<file path="src/rtl/core/fraction_reduce_and_sort_core_assert.svh">
// -----------------------------------------------------------------------------
// fraction_reduce_and_sort_core_assert
// Assertion macros for the fraction reduce and sort core.
// -----------------------------------------------------------------------------
`ifndef FRACTION_REDUCE_AND_SORT_CORE_ASSERT_SVH
`define FRACTION_REDUCE_AND_SORT_CORE_ASSERT_SVH

// Assert a property on the rising clock, disabled during reset.
`define FRS_ASSERT(label, prop, msg) \
  label: assert property (@(posedge clk_i) disable iff (!rst_ni) (prop)) else $error(msg);

// Assert that one condition implies another in the next cycle.
`define FRS_ASSERT_NEXT(label, pre, post, msg) \
  label: assert property (@(posedge clk_i) disable iff (!rst_ni) (pre) |=> (post)) \
    else $error(msg);

`endif

</file>
<file path="src/rtl/core/frs_pkg.sv">
// -----------------------------------------------------------------------------
// frs_pkg
// Shared command and status types for the fraction reduce and sort core.
// -----------------------------------------------------------------------------
package frs_pkg;

  // Commands from the controller to the datapath.
  typedef enum logic [3:0] {
    CMD_NONE,
    CMD_LOAD,      // capture the input item
    CMD_GCD_INIT,  // load gcd operands from magnitudes
    CMD_DIV_INIT,  // start divide of magnitudes by gcd
    CMD_DIV_STEP,  // one restoring divide step on both quotients
    CMD_STORE,     // write reduced fraction into the store
    CMD_RD_PAIR,   // read entries i and j
    CMD_MUL,       // form cross products
    CMD_SWAP_A,    // write entry j into slot i
    CMD_SWAP_B,    // write entry i into slot j
    CMD_RD_OUT,    // read entry i for output
    CMD_EMIT       // load output register
  } cmd_e;

  typedef struct packed {
    cmd_e cmd;
    logic gcd_step;
  } frs_ctrl_t;

  typedef struct packed {
    logic gcd_done;
    logic div_done;
    logic skip;     // zero numerator, no reduction
    logic drop;     // zero denominator or full store
    logic less;     // entry i below entry j
    logic out_busy; // output register holds an item
  } frs_stat_t;

endpackage

</file>
<file path="src/rtl/core/frs_ctrl.sv">
// -----------------------------------------------------------------------------
// frs_ctrl
// Sequencer: reduce each item; on a last item, exchange sort and emit the set.
// -----------------------------------------------------------------------------
module frs_ctrl #(
  parameter int MaxFractions = 16
) (
  input  logic                           clk_i,
  input  logic                           rst_ni,
  input  logic                           in_valid_i,
  output logic                           in_stall_o,
  input  logic                           last_item_i,
  input  frs_pkg::frs_stat_t             stat_i,
  output frs_pkg::frs_ctrl_t             ctrl_o,
  output logic [$clog2(MaxFractions)-1:0] idx_i_o,
  output logic [$clog2(MaxFractions)-1:0] idx_j_o,
  output logic [$clog2(MaxFractions+1)-1:0] count_o,
  output logic                           last_flag_o
);
  localparam int IW = $clog2(MaxFractions);
  localparam int CW = $clog2(MaxFractions + 1);

  typedef enum logic [3:0] {
    S_IDLE, S_CHECK, S_GCD, S_DIVI, S_DIV, S_STORE, S_SORT_RD, S_SORT_MUL,
    S_SORT_CMP, S_SWAP_B, S_OUT_RD, S_OUT
  } state_e;

  state_e state_q;
  logic last_q;
  logic [CW-1:0] count_q, i_q, j_q;
  logic accept;

  assign in_stall_o = (state_q != S_IDLE);
  assign accept     = in_valid_i && (state_q == S_IDLE);
  assign idx_i_o    = i_q[IW-1:0];
  assign idx_j_o    = j_q[IW-1:0];
  assign count_o    = count_q;
  assign last_flag_o = (i_q + 1'b1 == count_q);

  always_comb begin
    ctrl_o.cmd = frs_pkg::CMD_NONE;
    ctrl_o.gcd_step = 1'b0;
    unique case (state_q)
      S_IDLE:     if (accept) ctrl_o.cmd = frs_pkg::CMD_LOAD;
      S_CHECK:    ctrl_o.cmd = frs_pkg::CMD_GCD_INIT;
      S_GCD:      ctrl_o.gcd_step = !stat_i.gcd_done;
      S_DIVI:     ctrl_o.cmd = frs_pkg::CMD_DIV_INIT;
      S_DIV:      if (!stat_i.div_done) ctrl_o.cmd = frs_pkg::CMD_DIV_STEP;
      S_STORE:    ctrl_o.cmd = frs_pkg::CMD_STORE;
      S_SORT_RD:  ctrl_o.cmd = frs_pkg::CMD_RD_PAIR;
      S_SORT_MUL: ctrl_o.cmd = frs_pkg::CMD_MUL;
      S_SORT_CMP: if (stat_i.less) ctrl_o.cmd = frs_pkg::CMD_SWAP_A;
      S_SWAP_B:   ctrl_o.cmd = frs_pkg::CMD_SWAP_B;
      S_OUT_RD:   ctrl_o.cmd = frs_pkg::CMD_RD_OUT;
      S_OUT:      if (!stat_i.out_busy) ctrl_o.cmd = frs_pkg::CMD_EMIT;
      default: ;
    endcase
  end

  always_ff @(posedge clk_i or negedge rst_ni) begin
    if (!rst_ni) begin
      state_q <= S_IDLE;
      last_q  <= 1'b0;
      count_q <= '0;
      i_q     <= '0;
      j_q     <= '0;
    end else begin
      unique case (state_q)
        S_IDLE: begin
          if (accept) begin
            last_q  <= last_item_i;
            state_q <= S_CHECK;
          end
        end
        S_CHECK: begin
          i_q <= '0;
          j_q <= CW'(1);
          if (stat_i.drop) begin
            state_q <= last_q ? S_SORT_RD : S_IDLE;
          end else begin
            state_q <= stat_i.skip ? S_STORE : S_GCD;
          end
        end
        S_GCD:  if (stat_i.gcd_done) state_q <= S_DIVI;
        S_DIVI: state_q <= S_DIV;
        S_DIV:  if (stat_i.div_done) state_q <= S_STORE;
        S_STORE: begin
          count_q <= count_q + 1'b1;
          i_q     <= '0;
          j_q     <= CW'(1);
          state_q <= last_q ? S_SORT_RD : S_IDLE;
        end
        S_SORT_RD: begin
          // end the sort when fewer than two entries remain from i onward
          if (j_q >= count_q) begin
            i_q <= '0;
            state_q <= (count_q == '0) ? S_IDLE : S_OUT_RD;
          end else begin
            state_q <= S_SORT_MUL;
          end
        end
        S_SORT_MUL: state_q <= S_SORT_CMP;
        S_SORT_CMP, S_SWAP_B: begin
          if (state_q == S_SORT_CMP && stat_i.less) begin
            state_q <= S_SWAP_B;
          end else begin
            if (j_q + 1'b1 >= count_q) begin
              i_q <= i_q + 1'b1;
              j_q <= i_q + 2'd2;
            end else begin
              j_q <= j_q + 1'b1;
            end
            state_q <= S_SORT_RD;
          end
        end
        S_OUT_RD: state_q <= S_OUT;
        S_OUT: begin
          if (!stat_i.out_busy) begin
            if (last_flag_o) begin
              count_q <= '0;
              state_q <= S_IDLE;
            end else begin
              i_q <= i_q + 1'b1;
              state_q <= S_OUT_RD;
            end
          end
        end
        default: state_q <= S_IDLE;
      endcase
    end
  end
endmodule

</file>
<file path="config.mk">
export PLATFORM = sky130hd
export DESIGN_NAME = frs_ctrl
export DESIGN_NICKNAME = d
export VERILOG_FILES = /design/src/rtl/core/fraction_reduce_and_sort_core_assert.svh /design/src/rtl/core/frs_pkg.sv /design/src/rtl/core/frs_ctrl.sv
export SDC_FILE = /design/constraint.sdc
export NUM_CORES = 1
export LEC_CHECK = 0
export ABC_CLOCK_PERIOD_IN_PS = 4700
export BUFFER_PORTS_ARGS = -buffer_cell sky130_fd_sc_hd__buf_2
export CORE_ASPECT_RATIO = 1.4
export CORE_MARGIN = 8
export CORE_UTILIZATION = 40
export DETAILED_ROUTE_END_ITERATION = 6
export PLACE_DENSITY = 0.64
export SLEW_MARGIN = 5
export SYNTH_ARGS = -nofsm -noshare
export SYNTH_HDL_FRONTEND = slang
export SYNTH_SLANG_ARGS = --single-unit
</file>
<file path="constraint.sdc">
create_clock -name clk_i -period 4.7 [get_ports clk_i]
set_clock_uncertainty 0.05 [all_clocks]
set_input_delay 0 -clock clk_i [delete_from_list [all_inputs] [get_ports clk_i]]
set_output_delay 0 -clock clk_i [all_outputs]
set_load 0.03 [all_outputs]
</file>
== After elaboration in Yosys (flattened, before gate mapping) ==
Index checks and enable logic that the tools add are counted.

* Output and inout bits: 20
* Register bits after elaboration: 20
* Logic and storage cells: 78
* Input port bits: 10

* Add/subtract/negate cells: 4
* $lt $le $gt $ge: 2
* Multiplexer cells: 30
* Reductions and logical operators: 16
* Equality and inequality tests: 21

{| class="wikitable"
|+ Operator list
! kind !! count
|-
| one-hot mux 4 bit (11 select lines) || 2
|-
| two-way mux 5 bit || 9
|-
| two-way mux 4 bit || 10
|-
| one-hot mux 5 bit (2 select lines) || 2
|-
| one-hot mux 5 bit (4 select lines) || 1
|-
| != test 2 bit (second input constant) || 9
|-
| == test 4 x 3 -> 1 bit (second input constant) || 4
|-
| == test 4 bit (second input constant) || 4
|-
| adder 5 x 1 -> 5 bit (second input constant) || 3
|-
| two-way mux 3 bit || 4
|-
| greater-or-equal comparator 5 bit || 2
|-
| == test 4 x 2 -> 1 bit (second input constant) || 2
|-
| nonzero test 4 bit || 2
|-
| AND reduction 6 bit || 1
|-
| adder 5 x 2 -> 5 bit (second input constant) || 1
|-
| == test 5 bit || 1
|-
| logical NOT 5 bit || 1
|-
| == test 4 x 1 -> 1 bit (second input constant) || 1
|-
| logical NOT 4 bit || 1
|-
| AND reduction 2 bit || 2
|-
| AND reduction 4 bit || 1
|-
| nonzero test 2 bit || 2
|-
| OR reduction 2 bit || 2
|-
| AND reduction 3 bit || 1
|-
| other kinds (3) || 5
|}

== Depth between registers and ports, before layout ==
* Word-level depth: 5
* Gate-level depth with buffers: 10
* Depth with buffers taken out: 9

== Worst setup path before layout ==
Ideal clock, no wire load.

* Path type: reg-to-reg
* Start point: register j_q[0]
* End point: register i_q[4]
* Setup time: 0.066 ns
* Data required time: 4.584 ns
* Period minus slack after synthesis: 2.241 ns
* Buffers on the path: 0
* Data arrival time: 2.125 ns
* Stages on the path, launching flop included: 10
* Path slack: 2.459 ns
* Cell sequence: dfrtp_1 -> ha_1 -> xor2_1 -> ha_1 -> a21o_1 -> a31oi_1 -> o211ai_1 -> nand4_4 -> or4_1 -> nand2_1

* Longest elaborated chain between the ends: 4
* Elaborated cells between the ends (all ways): 6
* Classes of those cells: add/sub (1); order compare (2); eq/ne (2); reduce/logical (1)

{| class="wikitable"
|+ Ends and longest elaborated chain
! element !! RTL line !! source
|-
| start: declaration || frs_ctrl.sv:30 || <nowiki>logic [CW-1:0] count_q, i_q, j_q;</nowiki>
|-
| start signal: assignment || frs_ctrl.sv:109 || <nowiki>j_q <= i_q + 2'd2;</nowiki>
|-
| start signal: assignment || frs_ctrl.sv:111 || <nowiki>j_q <= j_q + 1'b1;</nowiki>
|-
| adder 5 x 1 -> 5 bit || frs_ctrl.sv:107 || <nowiki>if (j_q + 1'b1 >= count_q) begin</nowiki>
|-
| greater-or-equal comparator 5 bit || frs_ctrl.sv:107 ||
|-
| != test 2 bit (no line) || -- ||
|-
| AND reduction 6 bit (no line) (*) || -- ||
|-
| end signal: assignment || frs_ctrl.sv:108 || <nowiki>i_q <= i_q + 1'b1;</nowiki>
|-
| end signal: assignment || frs_ctrl.sv:123 || <nowiki>i_q <= i_q + 1'b1;</nowiki>
|-
| end: declaration || frs_ctrl.sv:30 ||
|}

Every way passes the cells marked *; elsewhere a longest branch is shown, timed or not.
A chain may end at the register's enable or synchronous reset.

== Worst setup path after layout ==
* Start point: register j_q[0]
* End point: register j_q[2]

* Longest elaborated chain between the ends: 5

{| class="wikitable"
|+ Ends and longest elaborated chain
! element !! RTL line !! source
|-
| adder 5 x 1 -> 5 bit (*) || frs_ctrl.sv:107, frs_ctrl.sv:111 ||
|-
| greater-or-equal comparator 5 bit || frs_ctrl.sv:107 ||
|-
| two-way mux 5 bit (*) || frs_ctrl.sv:107 ||
|-
| two-way mux 5 bit (*) || frs_ctrl.sv:104 || <nowiki>if (state_q == S_SORT_CMP && stat_i.less) begin</nowiki>
|-
| one-hot mux 5 bit (2 select lines) (*) || frs_ctrl.sv:68 || <nowiki>unique case (state_q)</nowiki>
|}

Every way passes the cells marked *; elsewhere a longest branch is shown, timed or not. The select of a mux whose other input is x is not followed.

==> metrics.md <==
| Metric | Value |
|---|---|
| GR Overflow Total | `0` |
| Placer Congestion | `0.851` |
| Placed Instances | `302` |
| Core footprint | `4500 um2` |
| Netlist cell types | `53` |
| Top-area cell type share of the netlist area | `27.0%` |
| Number of CTS-inserted buffers | `3` |
| Status | `finished clean` |
| Area fraction in compound gates after synthesis | `22.2%` |
| Internal reg-to-reg setup slack | `2060 ps` |
| Main combinational cell family by area after synthesis | `simple AND/OR/NAND/NOR gates` |
| Final count of pins violating max slew | `0` |
| Most common cell in the netlist | `nand2_1` |
| CTS sink cnt | `20` |
| DRC viols | `0` |
| Capturing point of the worst reg2reg path | `j_q[2]` |
| Hold WC Path Type | `primary input to register` |
| # rows | `29` |
| Final cell count without fillers | `308` |
| Synth warnings | `0` |
| R2R Path Start | `j_q[0]` |
| Antenna diodes | `0` |
| Sequential cell area | `500 um2` |
| Synth area leaders | `dfrtp_1, ha_1, o21ai_0` |
| Filler cells | `490` |
| Layout cell share with drive strength beyond 1 | `17.1%` |
| Peak VDD IR | `0.285 mV` |
| Final WL | `4610 um` |
| Post-synth top area cell | `dfrtp_1` |
| Root Buffer | `clkbuf_8` |
| Crit. End Element | `register` |
| Required @ worst endpoint | `4790 ps` |
| Seq/Total Area, Yosys | `27.0%` |
| Area delta synth->final | `9.64%` |
| Ratio of final minimum period to clock period | `56.3%` |
| RSZ-0062 raised after global routing | `false` |
| Hold Slack | `43.7 ps` |
| Final setup vio count | `0` |
| Placement Setup Slack | `2070 ps` |
| Mapped Avg Cell Area | `8.11 um2` |
| F_max | `0.378 GHz` |
| FF-to-FF path depth | `9` |
| Die Y | `96.6 um` |
| Setup tns final | `0 ps` |
| Min-Delay Endpoint | `state_q[0]` |
| Yosys reg bits | `20` |
| Multi-input gate area | `1200 um2` |
| Initial Utilization | `41.3%` |
| GRT Util Overall | `13.8%` |
| Least-Margin Pin Slew | `955 ps` |
| Synth Area in XOR/XNOR | `6.47%` |
| Pre-antenna DRT Iters | `4` |
| Main synth FF type | `dfrtp_1` |
| Post-CTS setup buffers | `0` |
| Worst Hold Depth | `3` |
| Synth Cell Area | `1860 um2` |
| Worst hold start | `stat_i[0]` |
| CTS tree | `built` |
| Worst-path fanout max | `11` |
| Die W | `73.6 um` |
| Clock Latency Late Sink | `260 ps` |
| Largest net degree at the start of global routing | `24` |
| P per Cell Area | `557 nW/um2` |
| # H-tree levels | `1` |
| Hold Vio Cnt, Final | `0` |
| Die area | `7110 um2` |
| Max-cap violations | `0` |
| Detail Placement HPWL | `3620 um` |
| DR vias | `1682` |
| Post-Synthesis Cells | `229` |
| Initial antenna violation count | `0` |
| WL/cell | `15.0 um` |
| Syn Nets | `254` |
| Worst Setup Start Kind | `register` |
| Clock Path Buffers | `2` |
| Adder-Cell Fraction of Synth Area | `10.1%` |
| Global-route wire length before repair | `7980 um` |
| Worst endpoint data arrival time | `2730 ps` |
| Io pins | `30` |
| Fin crit period | `2640 ps` |
| Antenna-violating nets left | `0` |
| Static leakage | `0.000950 uW` |
| DR iter-0 viols | `47` |
| Setup slack after layout | `2060 ps` |
| Asr flop ratio synth | `100%` |
| Rel. slew slack | `35.7%` |
| Vias in the first global route | `1696` |
| Simple-gate portion of the synthesized area | `24.7%` |
| Layout Nets | `272` |
| Mux cell area share after synthesis | `1.15%` |
| Worst-path clk slew | `80 ps` |
| Post-synth EDFFs | `0` |
| Synth top cells by count | `nand2_1, o21ai_0, dfrtp_1` |
| DR vias/cell | `5.46` |
| PortBufs | `29` |
| WS Path Type | `register to register` |
registers in the layout (all words and copies together), names as in the netlist:
signal / count
count_o: 5
i_q: 5
j_q: 5
last_q: 1
state_q: 4
per-layer routing:
layer  share of wire [%]  GRT usage [%]  wire length (um)
met5                   0              0                 0
met4                 2.1           4.95                97
met3                 4.2           2.38               193
met2                  49           23.2              2250
met1                  45           16.6              2080
worst max path at each step:
stage	slack, ps	from	end
2_1_floorplan	2460	j_q[0]	i_q[4]
3_3_place_gp	2150	j_q[0]	j_q[0]
3_5_place_dp	2070	j_q[0]	j_q[2]
4_1_cts	2050	j_q[0]	j_q[2]
5_1_grt	1770	j_q[0]	j_q[2]
6_report	2060	j_q[0]	j_q[2]
report_power, final:
group	leakage, uW	switching, uW	internal, uW
registers	0.000249	132	219
clock network	0.0000288	57.9	74.6
logic	0.000672	395	256
repair_timing:
action | 4_1_cts | 5_1_grt
endpoints found under the hold margin | 21 | 0
hold buffers | 2 | 0
resized for setup | 0 | 0
cells in the final DEF, fill, tap and decap left out, types with 3 or more instances in the layout:
cell / instances
dfrtp_1: 20
nand2b_1: 7
a211oi_1: 4
a21oi_1: 12
xnor2_1: 9
o21ai_0: 29
nand4_1: 3
inv_1: 10
buf_2: 29
nor2_1: 9
clkbuf_8: 4
ha_1: 15
nor3_1: 4
nand3_1: 10
nand2_1: 31
nor2b_1: 9
kinds of logic (layout without fill, tap and decap cells):
group | count (synthesis) | count (layout)
DFF | 20 | 20
and+or+nand+nor | 87 | 87
buffers and inverters | 28 | 45
AOI/OAI and AO/OA | 65 | 65
xor gates and xnor gates | 12 | 12
adders and majority gates | 15 | 15
muxes | 2 | 2
cell type report:
| type | count | area share, % |
|---|---|---|
| well taps | 62 | 3.81 |
| multi-input cells | 181 | 58.9 |
| repair buffers | 31 | 8.11 |
| clock buffers | 4 | 2.70 |
| inverters | 10 | 1.84 |
| flip-flops and latches | 20 | 24.6 |
through the flow:
stage | utilization (%) | total power, uW | cell area [um2]
floorplan | - | 861 | 1860
global placement | 43.6 | 1010 | 1960
detailed placement | 43.6 | 1010 | 1960
CTS | 45.2 | 1150 | 2040
global route | 45.2 | 1240 | 2040
finish | 45.2 | 1130 | 2040
worst max-delay path: stages (launching register included):
cell,delay [ps]
dfrtp_1,440
ha_1,270
xor2_1,160
ha_1,300
a21o_1,100
a31oi_1,40
o21ai_0,770
nor3_1,110
o21ai_0,170
o21ai_0,110
No activity file was read; power rests on OpenSTA's default activity.
