$ cat src/rtl/core/fraction_reduce_and_sort_core_assert.svh
// -----------------------------------------------------------------------------
// fraction_reduce_and_sort_core_assert
// Assertion macros for the fraction reduce and sort core.
// -----------------------------------------------------------------------------
`ifndef FRACTION_REDUCE_AND_SORT_CORE_ASSERT_SVH
`define FRACTION_REDUCE_AND_SORT_CORE_ASSERT_SVH

// Assert a property on the rising clock, disabled during reset.
`define FRS_ASSERT(label, prop, msg) \
  label: assert property (@(posedge clk_i) disable iff (!rst_ni) (prop)) else $error(msg);

// Assert that one condition implies another in the next cycle.
`define FRS_ASSERT_NEXT(label, pre, post, msg) \
  label: assert property (@(posedge clk_i) disable iff (!rst_ni) (pre) |=> (post)) \
    else $error(msg);

`endif

$ cat src/rtl/core/frs_pkg.sv
// -----------------------------------------------------------------------------
// frs_pkg
// Shared command and status types for the fraction reduce and sort core.
// -----------------------------------------------------------------------------
package frs_pkg;

  // Commands from the controller to the datapath.
  typedef enum logic [3:0] {
    CMD_NONE,
    CMD_LOAD,      // capture the input item
    CMD_GCD_INIT,  // load gcd operands from magnitudes
    CMD_DIV_INIT,  // start divide of magnitudes by gcd
    CMD_DIV_STEP,  // one restoring divide step on both quotients
    CMD_STORE,     // write reduced fraction into the store
    CMD_RD_PAIR,   // read entries i and j
    CMD_MUL,       // form cross products
    CMD_SWAP_A,    // write entry j into slot i
    CMD_SWAP_B,    // write entry i into slot j
    CMD_RD_OUT,    // read entry i for output
    CMD_EMIT       // load output register
  } cmd_e;

  typedef struct packed {
    cmd_e cmd;
    logic gcd_step;
  } frs_ctrl_t;

  typedef struct packed {
    logic gcd_done;
    logic div_done;
    logic skip;     // zero numerator, no reduction
    logic drop;     // zero denominator or full store
    logic less;     // entry i below entry j
    logic out_busy; // output register holds an item
  } frs_stat_t;

endpackage

$ cat src/rtl/core/frs_datapath.sv
// -----------------------------------------------------------------------------
// frs_datapath
// Store, gcd subtract unit, bit-serial divider, cross multiply and output.
// -----------------------------------------------------------------------------
module frs_datapath #(
  parameter int MaxFractions = 16,
  parameter int ValueWidth   = 16
) (
  input  logic                         clk_i,
  input  logic                         rst_ni,
  input  frs_pkg::frs_ctrl_t           ctrl_i,
  input  logic [$clog2(MaxFractions)-1:0] idx_i,
  input  logic [$clog2(MaxFractions)-1:0] idx_j_i,
  input  logic [$clog2(MaxFractions+1)-1:0] count_i,
  input  logic                         last_flag_i,
  input  logic signed [ValueWidth-1:0] numerator_i,
  input  logic signed [ValueWidth-1:0] denominator_i,
  output frs_pkg::frs_stat_t           stat_o,
  output logic                         out_valid_o,
  input  logic                         out_stall_i,
  output logic signed [ValueWidth-1:0] out_numerator_o,
  output logic [ValueWidth-1:0]        out_denominator_o,
  output logic                         last_result_o
);
  localparam int IW = $clog2(MaxFractions);
  localparam int KW = $clog2(MaxFractions + 1);
  localparam int MW = ValueWidth + 1;
  localparam int CW = $clog2(ValueWidth + 2);
  localparam int PW = 2 * MW;
  localparam logic [MW-1:0] PosMax = MW'((1 << (ValueWidth - 1)) - 1);

  logic signed [ValueWidth-1:0] num_store [MaxFractions];
  logic [MW-1:0]                den_store [MaxFractions];

  logic sn_q, sd_q;
  logic [MW-1:0] ma_q, mb_q, ga_q, gb_q;
  logic [MW-1:0] qn_q, qd_q, rn_q, rd_q;
  logic [CW-1:0] bit_q;
  logic signed [ValueWidth-1:0] ni_q, nj_q;
  logic [MW-1:0] di_q, dj_q;
  logic signed [PW:0] pl_q, pr_q;
  logic ov_q;
  logic signed [ValueWidth-1:0] on_q;
  logic [ValueWidth-1:0] od_q;
  logic ol_q;

  logic [MW-1:0] rn_sh, rd_sh;
  logic [MW:0] fn, fd, sum_num;
  logic [MW-1:0] mag_n, mag_d;
  logic neg;
  logic signed [MW:0] snum;
  logic [MW-1:0] res_n, res_d;

  always_comb begin
    mag_n = numerator_i[ValueWidth-1] ? MW'(-{numerator_i[ValueWidth-1], numerator_i})
                                      : MW'({1'b0, numerator_i});
    mag_d = denominator_i[ValueWidth-1]
          ? MW'(-{denominator_i[ValueWidth-1], denominator_i})
          : MW'({1'b0, denominator_i});
    rn_sh = {rn_q[MW-2:0], qn_q[MW-1]};
    rd_sh = {rd_q[MW-2:0], qd_q[MW-1]};
    fn = {1'b0, rn_sh} - {1'b0, ga_q};
    fd = {1'b0, rd_sh} - {1'b0, ga_q};
    neg = sn_q ^ sd_q;
    res_n = (ma_q == '0) ? ma_q : qn_q;
    res_d = (ma_q == '0) ? mb_q : qd_q;
    sum_num = neg ? {1'b1, -res_n} : {1'b0, res_n};
    snum = $signed(sum_num);
    stat_o.gcd_done = (gb_q == '0);
    stat_o.div_done = (bit_q == '0);
    stat_o.skip     = (ma_q == '0);
    stat_o.drop     = (mb_q == '0) || (count_i == KW'(MaxFractions));
    stat_o.less     = pl_q < pr_q;
    stat_o.out_busy = ov_q;
  end

  always_ff @(posedge clk_i) begin
    unique case (ctrl_i.cmd)
      frs_pkg::CMD_LOAD: begin
        sn_q <= numerator_i[ValueWidth-1];
        sd_q <= denominator_i[ValueWidth-1];
        ma_q <= mag_n;
        mb_q <= mag_d;
      end
      frs_pkg::CMD_GCD_INIT: begin
        ga_q <= ma_q;
        gb_q <= mb_q;
      end
      frs_pkg::CMD_DIV_INIT: begin
        qn_q <= ma_q;
        qd_q <= mb_q;
        rn_q <= '0;
        rd_q <= '0;
        bit_q <= CW'(MW);
      end
      frs_pkg::CMD_DIV_STEP: begin
        bit_q <= bit_q - 1'b1;
        rn_q <= fn[MW] ? rn_sh : fn[MW-1:0];
        rd_q <= fd[MW] ? rd_sh : fd[MW-1:0];
        qn_q <= {qn_q[MW-2:0], ~fn[MW]};
        qd_q <= {qd_q[MW-2:0], ~fd[MW]};
      end
      frs_pkg::CMD_STORE: begin
        num_store[count_i[IW-1:0]] <=
          (!snum[MW] && snum[MW-1:0] > PosMax) ? ValueWidth'(PosMax)
                                                 : snum[ValueWidth-1:0];
        den_store[count_i[IW-1:0]] <= res_d;
      end
      frs_pkg::CMD_RD_PAIR: begin
        ni_q <= num_store[idx_i];
        di_q <= den_store[idx_i];
        nj_q <= num_store[idx_j_i];
        dj_q <= den_store[idx_j_i];
      end
      frs_pkg::CMD_MUL: begin
        pl_q <= (PW+1)'(ni_q * $signed({1'b0, dj_q}));
        pr_q <= (PW+1)'($signed({1'b0, di_q}) * nj_q);
      end
      frs_pkg::CMD_SWAP_A: begin
        num_store[idx_i] <= nj_q;
        den_store[idx_i] <= dj_q;
      end
      frs_pkg::CMD_SWAP_B: begin
        num_store[idx_j_i] <= ni_q;
        den_store[idx_j_i] <= di_q;
      end
      frs_pkg::CMD_RD_OUT: begin
        ni_q <= num_store[idx_i];
        di_q <= den_store[idx_i];
      end
      frs_pkg::CMD_EMIT: begin
        on_q <= ni_q;
        od_q <= di_q[ValueWidth-1:0];
        ol_q <= last_flag_i;
      end
      default: ;
    endcase
    if (ctrl_i.gcd_step) begin
      // subtractive gcd: hold the larger minus the smaller
      if (ga_q >= gb_q) begin
        ga_q <= gb_q;
        gb_q <= ga_q - gb_q;
      end else begin
        gb_q <= gb_q - ga_q;
      end
    end
  end

  always_ff @(posedge clk_i or negedge rst_ni) begin
    if (!rst_ni) begin
      ov_q <= 1'b0;
    end else if (ctrl_i.cmd == frs_pkg::CMD_EMIT) begin
      ov_q <= 1'b1;
    end else if (!out_stall_i) begin
      ov_q <= 1'b0;
    end
  end

  assign out_valid_o       = ov_q;
  assign out_numerator_o   = on_q;
  assign out_denominator_o = od_q;
  assign last_result_o     = ol_q;
endmodule

$ cat config.mk
export PLATFORM = sky130hd
export DESIGN_NAME = frs_datapath
export DESIGN_NICKNAME = d
export VERILOG_FILES = /design/src/rtl/core/fraction_reduce_and_sort_core_assert.svh /design/src/rtl/core/frs_pkg.sv /design/src/rtl/core/frs_datapath.sv
export SDC_FILE = /design/constraint.sdc
export NUM_CORES = 2
export LEC_CHECK = 0
export BUFFER_PORTS_ARGS = -buffer_cell sky130_fd_sc_hd__buf_2
export CORE_MARGIN = 5
export CORE_UTILIZATION = 45
export DETAILED_ROUTE_END_ITERATION = 7
export MAX_ROUTING_LAYER = met4
export PLACE_DENSITY = 0.68
export SLEW_MARGIN = 20
export SYNTH_ARGS = -nofsm -noshare
export SYNTH_HDL_FRONTEND = slang
export SYNTH_SLANG_ARGS = --single-unit
$ cat constraint.sdc
create_clock -name clk_i -period 7.2 [get_ports clk_i]
set_input_delay 1.08 -clock clk_i [delete_from_list [all_inputs] [get_ports clk_i]]
set_output_delay 1.08 -clock clk_i [all_outputs]
set_load 0.05 [all_outputs]
* Word level (Yosys, flattened, before mapping)
Memory sizes are Yosys's and may differ from the RTL's. A register that Yosys moved wholly into a read port is not among the register bits.
Cells that the tools add are included.
** Storage, ports and cells
- Latch bits :: 0
- Logic and storage cells :: 103
- Bits of input ports :: 54
- Flip-flop bits (word level) :: 245
- Memory bits (read-only) :: 0
- RAM bits :: 528
- Memories :: 2
** Cells by class
- Add/subtract/negate cells :: 8
- Reduce and logical (&&, ||, !) cells :: 14
- Shifts and indexed selects :: 0
- Equal/unequal tests :: 13
- Mux-type cells :: 39
- Div/mod/pow operators :: 0
- Bitwise operators :: 3
- $lt $le $gt $ge :: 3
- Multiply operators :: 2
** Memory list
- den_store :: depth 16, width 17, rd ports 2, clocked after Yosys merged registers in 2, write ports 1, line frs_datapath.sv:33 : logic [MW-1:0] den_store [MaxFractions];
- num_store :: depth 16, width 16, rd ports 2, clocked after Yosys merged registers in 2, write ports 1, line frs_datapath.sv:32 : logic signed [ValueWidth-1:0] num_store [MaxFractions];
** Operators with widths (number)
- two-way mux 17 bit :: 10
- two-way mux 16 bit :: 5
- case mux 17 bit (2 select lines) :: 2
- case mux 16 bit (2 select lines) :: 2
- logical NOT 17 bit :: 3
- negation 17 bit :: 3
- subtractor 17 x 17 -> 18 bit :: 2
- < comparator 35 bit :: 1
- multiplier 16 x 18 -> 34 bit :: 1
- multiplier 18 x 16 -> 34 bit :: 1
- OR reduction 17 bit :: 2
- subtractor 17 bit :: 2
- OR reduction 16 bit :: 2
- two-way mux 15 bit :: 2
- two-way mux 18 bit :: 1
- >= comparator 17 bit :: 1
- greater-than comparator 17 x 15 -> 1 bit (second input constant) :: 1
- equality test 4 x 3 -> 1 bit (second input constant) :: 4
- equality test 4 bit (second input constant) :: 4
- two-way mux 4 bit :: 4
- two-way mux 1 bit :: 12
- case mux 5 bit (2 select lines) :: 1
- equality test 4 x 2 -> 1 bit (second input constant) :: 2
- equality test 5 bit (second input constant) :: 1
- 11 further kinds :: 13

* Logic depth before layout (Yosys ltp)
- Word-level depth :: 9
- Gate-level depth with buffers :: 24
- Mapped depth without buffers :: 23

* Worst setup path after synthesis
No wires, ideal clock.
- Kind :: reg2reg
- From :: reg ni_q[7]
- To :: reg pl_q[32] (data pin)
- Path buffers :: 2
- Stages on the path, launching flop included :: 23
- Period minus slack after synthesis :: 6.563 ns
- Slack :: 0.637 ns
- Arrival :: 6.305 ns
- Path through :: edfxtp_1 clkbuf_1 clkbuf_1 nand2_1 fa_1 inv_1 fa_1 fa_1 fa_1 fa_1 inv_1 fa_1 inv_1 ha_1 and3_1 and2_2 and3_2 a221o_1 or4_1 a31o_2 a21o_1 a41oi_2 xnor2_1
** On the way
- Cells in the longest elaborated chain, start to end :: 1
** Ends and longest elaborated chain
- start: declaration :: line frs_datapath.sv:39 : logic signed [ValueWidth-1:0] ni_q, nj_q;
- start signal: assignment :: line frs_datapath.sv:110 : ni_q <= num_store[idx_i];
- start signal: assignment :: line frs_datapath.sv:128 : ni_q <= num_store[idx_i];
- multiplier 16 x 18 -> 34 bit :: line frs_datapath.sv:116 : pl_q <= (PW+1)'(ni_q * $signed({1'b0, dj_q}));
- end signal: assignment :: line frs_datapath.sv:116
- end: declaration :: line frs_datapath.sv:41 : logic signed [PW:0] pl_q, pr_q;
No other way between the ends.
A chain may end at the register's enable or synchronous reset.

* Worst setup path after layout
- From :: reg nj_q[1] (read register of num_store)
- To :: reg pr_q[30] (data pin)
** On the way
- Cells in the longest elaborated chain, start to end :: 1
** Ends and longest elaborated chain
- start: declaration :: line frs_datapath.sv:39
- multiplier 18 x 16 -> 34 bit :: line frs_datapath.sv:117 : pr_q <= (PW+1)'($signed({1'b0, di_q}) * nj_q);
- end signal: assignment :: line frs_datapath.sv:117
- end: declaration :: line frs_datapath.sv:41
No other way between the ends.

==> metrics.csv <==
metric;value;unit
result_of_the_run;finished, final reports clean;
clock_skew;52.0;ps
overall_global_routing_resource_usage;24.6;%
type_of_the_setup_path_with_the_least_slack;flop to flop;
avgViaCountPerCell;5.84;
timing.critical_path.buf_inv;1;
gp_routability_congestion;0.956;
timing_worst_slew_pin_value;1180;ps
postSynthAreaPerCell;12.9;um^2
tritoncts;built;
io_buffer_count;93;
total_count_of_hold_check_failures_in_the_final_report;0;
cap_viol_max_count;0;
ctsHtreeMaxLevel;3;
holdWs;142;ps
critical_path.startpoint_type;flop;
later_pin_clock_latency_in_the_skew_report;720;ps
antenna_violating_nets_post_route;0;
first_iter_violations;3993;
grt_pass1_wl;246000;um
final_net_count;5501;
grt_max_degree;104;
clock_path_buffers;3;
dominantRegCellSynth;edfxtp_1;
crit_family;adder cells;
worst_setup_hold_path_clk_slew;60;ps
n_fill_cell;11100;
hold_class;input port to async pin;
fin_tns_setup;0;ps
synth_seq_cells;837;
numCtsBuffers;91;
detailed_place_hpwl;115000;um
crit_path_frequent_cell;fa_1;
areaGrowthSynthToFinish;10.9;%
synth.cell_area;58500;um^2
timing.critical_path.required;7620;ps
rr_endpoint;pr_q[30];
yosys.cell_types.count;79;
design.die.area;137000;um^2
slew_headroom;21.5;%
die-height;371;um
max_freq;0.145;GHz
irDropWorstVdd;0.332;mV
gr-total-overflow;0;
std_cell_rows;132;
crit_slowest_cell;edfxtp_1;
final.period_utilization;95.9;%
r2r_start;nj_q[1];
rr_worst_depth;18;
critical_path.cell_chain;nand2_1 -> fa_1 -> fa_1 -> fa_1 -> fa_1 -> inv_1 -> fa_1 -> fa_1 -> ha_1 -> a21o_1 -> a211oi_1 -> o2bb2ai_1 -> a21oi_1 -> a311oi_2 -> o41ai_1 -> o41ai_2 -> nor4_1 -> a311o_1;
kind_of_end_point_of_the_critical_path;flop;
initial_standard_cell_utilization_of_the_core;45.2;%
worst_path_largest_cell_delay;730;ps
powerDensity;310;nW/um^2
seq_area_frac_synth;42.6;%
drc;0;
regToRegSetupSlack;300;ps
boundaryPins;94;
synth-edff-count;819;
fin_max_slew_vios;0;
power.static_leakage;0.0259;uW
grt_pass1_vias;39000;
drt-wirelength-per-cell;25.0;um
layout-drive-gt1-share;16.5;%
ys.warnings.count;0;
postSynthCellCount;4554;
critical_path_peak_fanout;13;
min_period;6900;ps
die_width;371;um
core-area;129000;um^2
detail_route.wirelength;162000;um
cts_hold_repair.buffers;0;
clock_tree.root_cell;clkbuf_16;
synth-async-reset-ratio;0.119;%
rsz0062_at_grt;no;
setup_violators_final;0;
routed-via-count;38000;
worstPathArrival;7320;ps
firstDrtPassIters;5;
antenna_found_initial;9;
cts.sinks;837;
## worst register-to-register path: cells and delay by family, from the launching register on
family          cells  cell delay (ps)
fa+ha+maj           7             3410
compound gates      8             2170
flops               1              730
simple gates        2              270
buf+inv             1               50
## per-stage QoR
step	worst slack (ps)	cell area (um^2)	instances	util (%)	power (uW)
finish	296	64900	6501	50.1	20200
global route	18.2	64900	6498	50.1	21500
CTS	288	64800	6481	50.0	20300
detailed placement	314	61700	6311	47.6	15400
global placement	441	61600	6310	47.6	15200
floorplan	637	58600	4555	-	12700
## cell usage in the layout, fill, tap and decap left out, types with 12 or more instances in the layout
master     netlist  routed
dfxtp_1         17      17
clkinv_2         0      16
o21ai_0         41      41
edfxtp_1       819     819
nor2_1         173     153
clkbuf_8         0      12
buf_2            5      89
o31ai_1         15      14
o21ai_1         50      42
o21a_1          21      21
clkbuf_16        0      93
and2_1         258     258
ha_1           352     352
nor3_1          19      17
a211oi_1        38      38
nor4_1          16      16
nand4_1         16      16
nor2b_1         36      36
mux2i_1         46      46
xor2_1          33      33
a21o_1          61      61
inv_1          592     592
or3_1           13      13
fa_1           420     420
nor2_4           0      20
o21bai_1        17      17
nand3_1         24      24
nand2b_1        38      37
a21oi_1        159     158
buf_4            1     139
mux4_2         330     330
and3_1          19      19
xnor2_1        100     100
clkbuf_1       161      19
a31oi_1         29      24
nand2_1        479     479
## per-layer routing
layer,GRT usage [%],wire length [um]
met5,-,0
met3,4.34,14100
met2,38.5,76400
met1,32.7,64600
met4,9.02,7150
## flip-flops by register name, summed over array words and instances, names as in the netlist, 16 cells and up
| name | count |
|---|---|
| den_store | 272 |
| di_q | 17 |
| dj_q | 17 |
| ga_q | 17 |
| gb_q | 17 |
| ma_q | 17 |
| mb_q | 17 |
| ni_q | 16 |
| nj_q | 16 |
| num_store | 256 |
| out_denominator_o | 16 |
| out_numerator_o | 16 |
| pl_q | 34 |
| pr_q | 34 |
| qd_q | 17 |
| qn_q | 17 |
| rd_q | 16 |
| rn_q | 16 |
## kinds of logic (layout without fill, tap and decap cells)
kind of cell | after synthesis | after routing | share of synthesized area [%]
buffers and inverters | 805 | 1002 | 5.18
other | 1 | 9 | 0.00641
muxes | 383 | 383 | 13.6
and+or+nand+nor | 1120 | 1120 | 9.16
adders and majority gates | 772 | 772 | 21.9
DFF | 837 | 837 | 42.6
AOI/OAI and AO/OA | 503 | 503 | 5.54
xor gates and xnor gates | 133 | 133 | 1.99
## cell type report
| class | count | area, um^2 | area share [%] |
|---|---|---|---|
| Inverter | 595 | 2230 | 3.44 |
| Timing Repair Buffer | 237 | 1630 | 2.51 |
| Antenna cell | 7 | 17.5 | 0.0270 |
| Clock inverter | 48 | 549 | 0.846 |
| Tap cell | 1742 | 2180 | 3.36 |
| Sequential cell | 837 | 25000 | 38.4 |
| Multi-Input combinational cell | 2913 | 30800 | 47.5 |
| Clock buffer | 122 | 2540 | 3.91 |
## report_power, final
group	switching [uW]	internal (uW)
registers	227	5950
logic	5400	3730
clock network	2060	2790
## Yosys cell counts, drive strengths merged, types with 17 or more instances
cell type | n | area [um^2]
a211oi | 38 | 285
a21o | 66 | 502
a21oi | 159 | 796
a31oi | 29 | 181
and2 | 260 | 1630
and3 | 21 | 134
buf | 49 | 194
clkbuf | 161 | 604
dfxtp | 17 | 340
edfxtp | 819 | 24600
fa | 420 | 8410
ha | 352 | 4400
inv | 595 | 2230
mux2i | 46 | 460
mux4 | 330 | 7430
nand2 | 479 | 1800
nand2b | 38 | 238
nand3 | 24 | 120
nor2 | 173 | 649
nor2b | 36 | 225
nor3 | 19 | 95.1
o21a | 22 | 166
o21ai | 91 | 455
o21bai | 17 | 128
xnor2 | 100 | 876
xor2 | 33 | 289
## worst max path at each step
stage               slack, ps        to  depth (start not counted)  startpoint
floorplan                 640  pl_q[32]                         22     ni_q[7]
global placement          440  pl_q[32]                         22     dj_q[7]
detailed placement        310  pl_q[28]                         20    dj_q[10]
CTS                       290  pl_q[32]                         20    dj_q[10]
global route               20  pl_q[28]                         20     dj_q[6]
finish                    300  pr_q[30]                         18     nj_q[1]
## what timing repair did
| item | CTS | global route |
|---|---|---|
| buffers inserted | 0 | 12 |
| setup endpoints to repair | 0 | 2 |
| resized for setup | 0 | 0 |
Note: power is estimated with default switching activity, not from simulation.
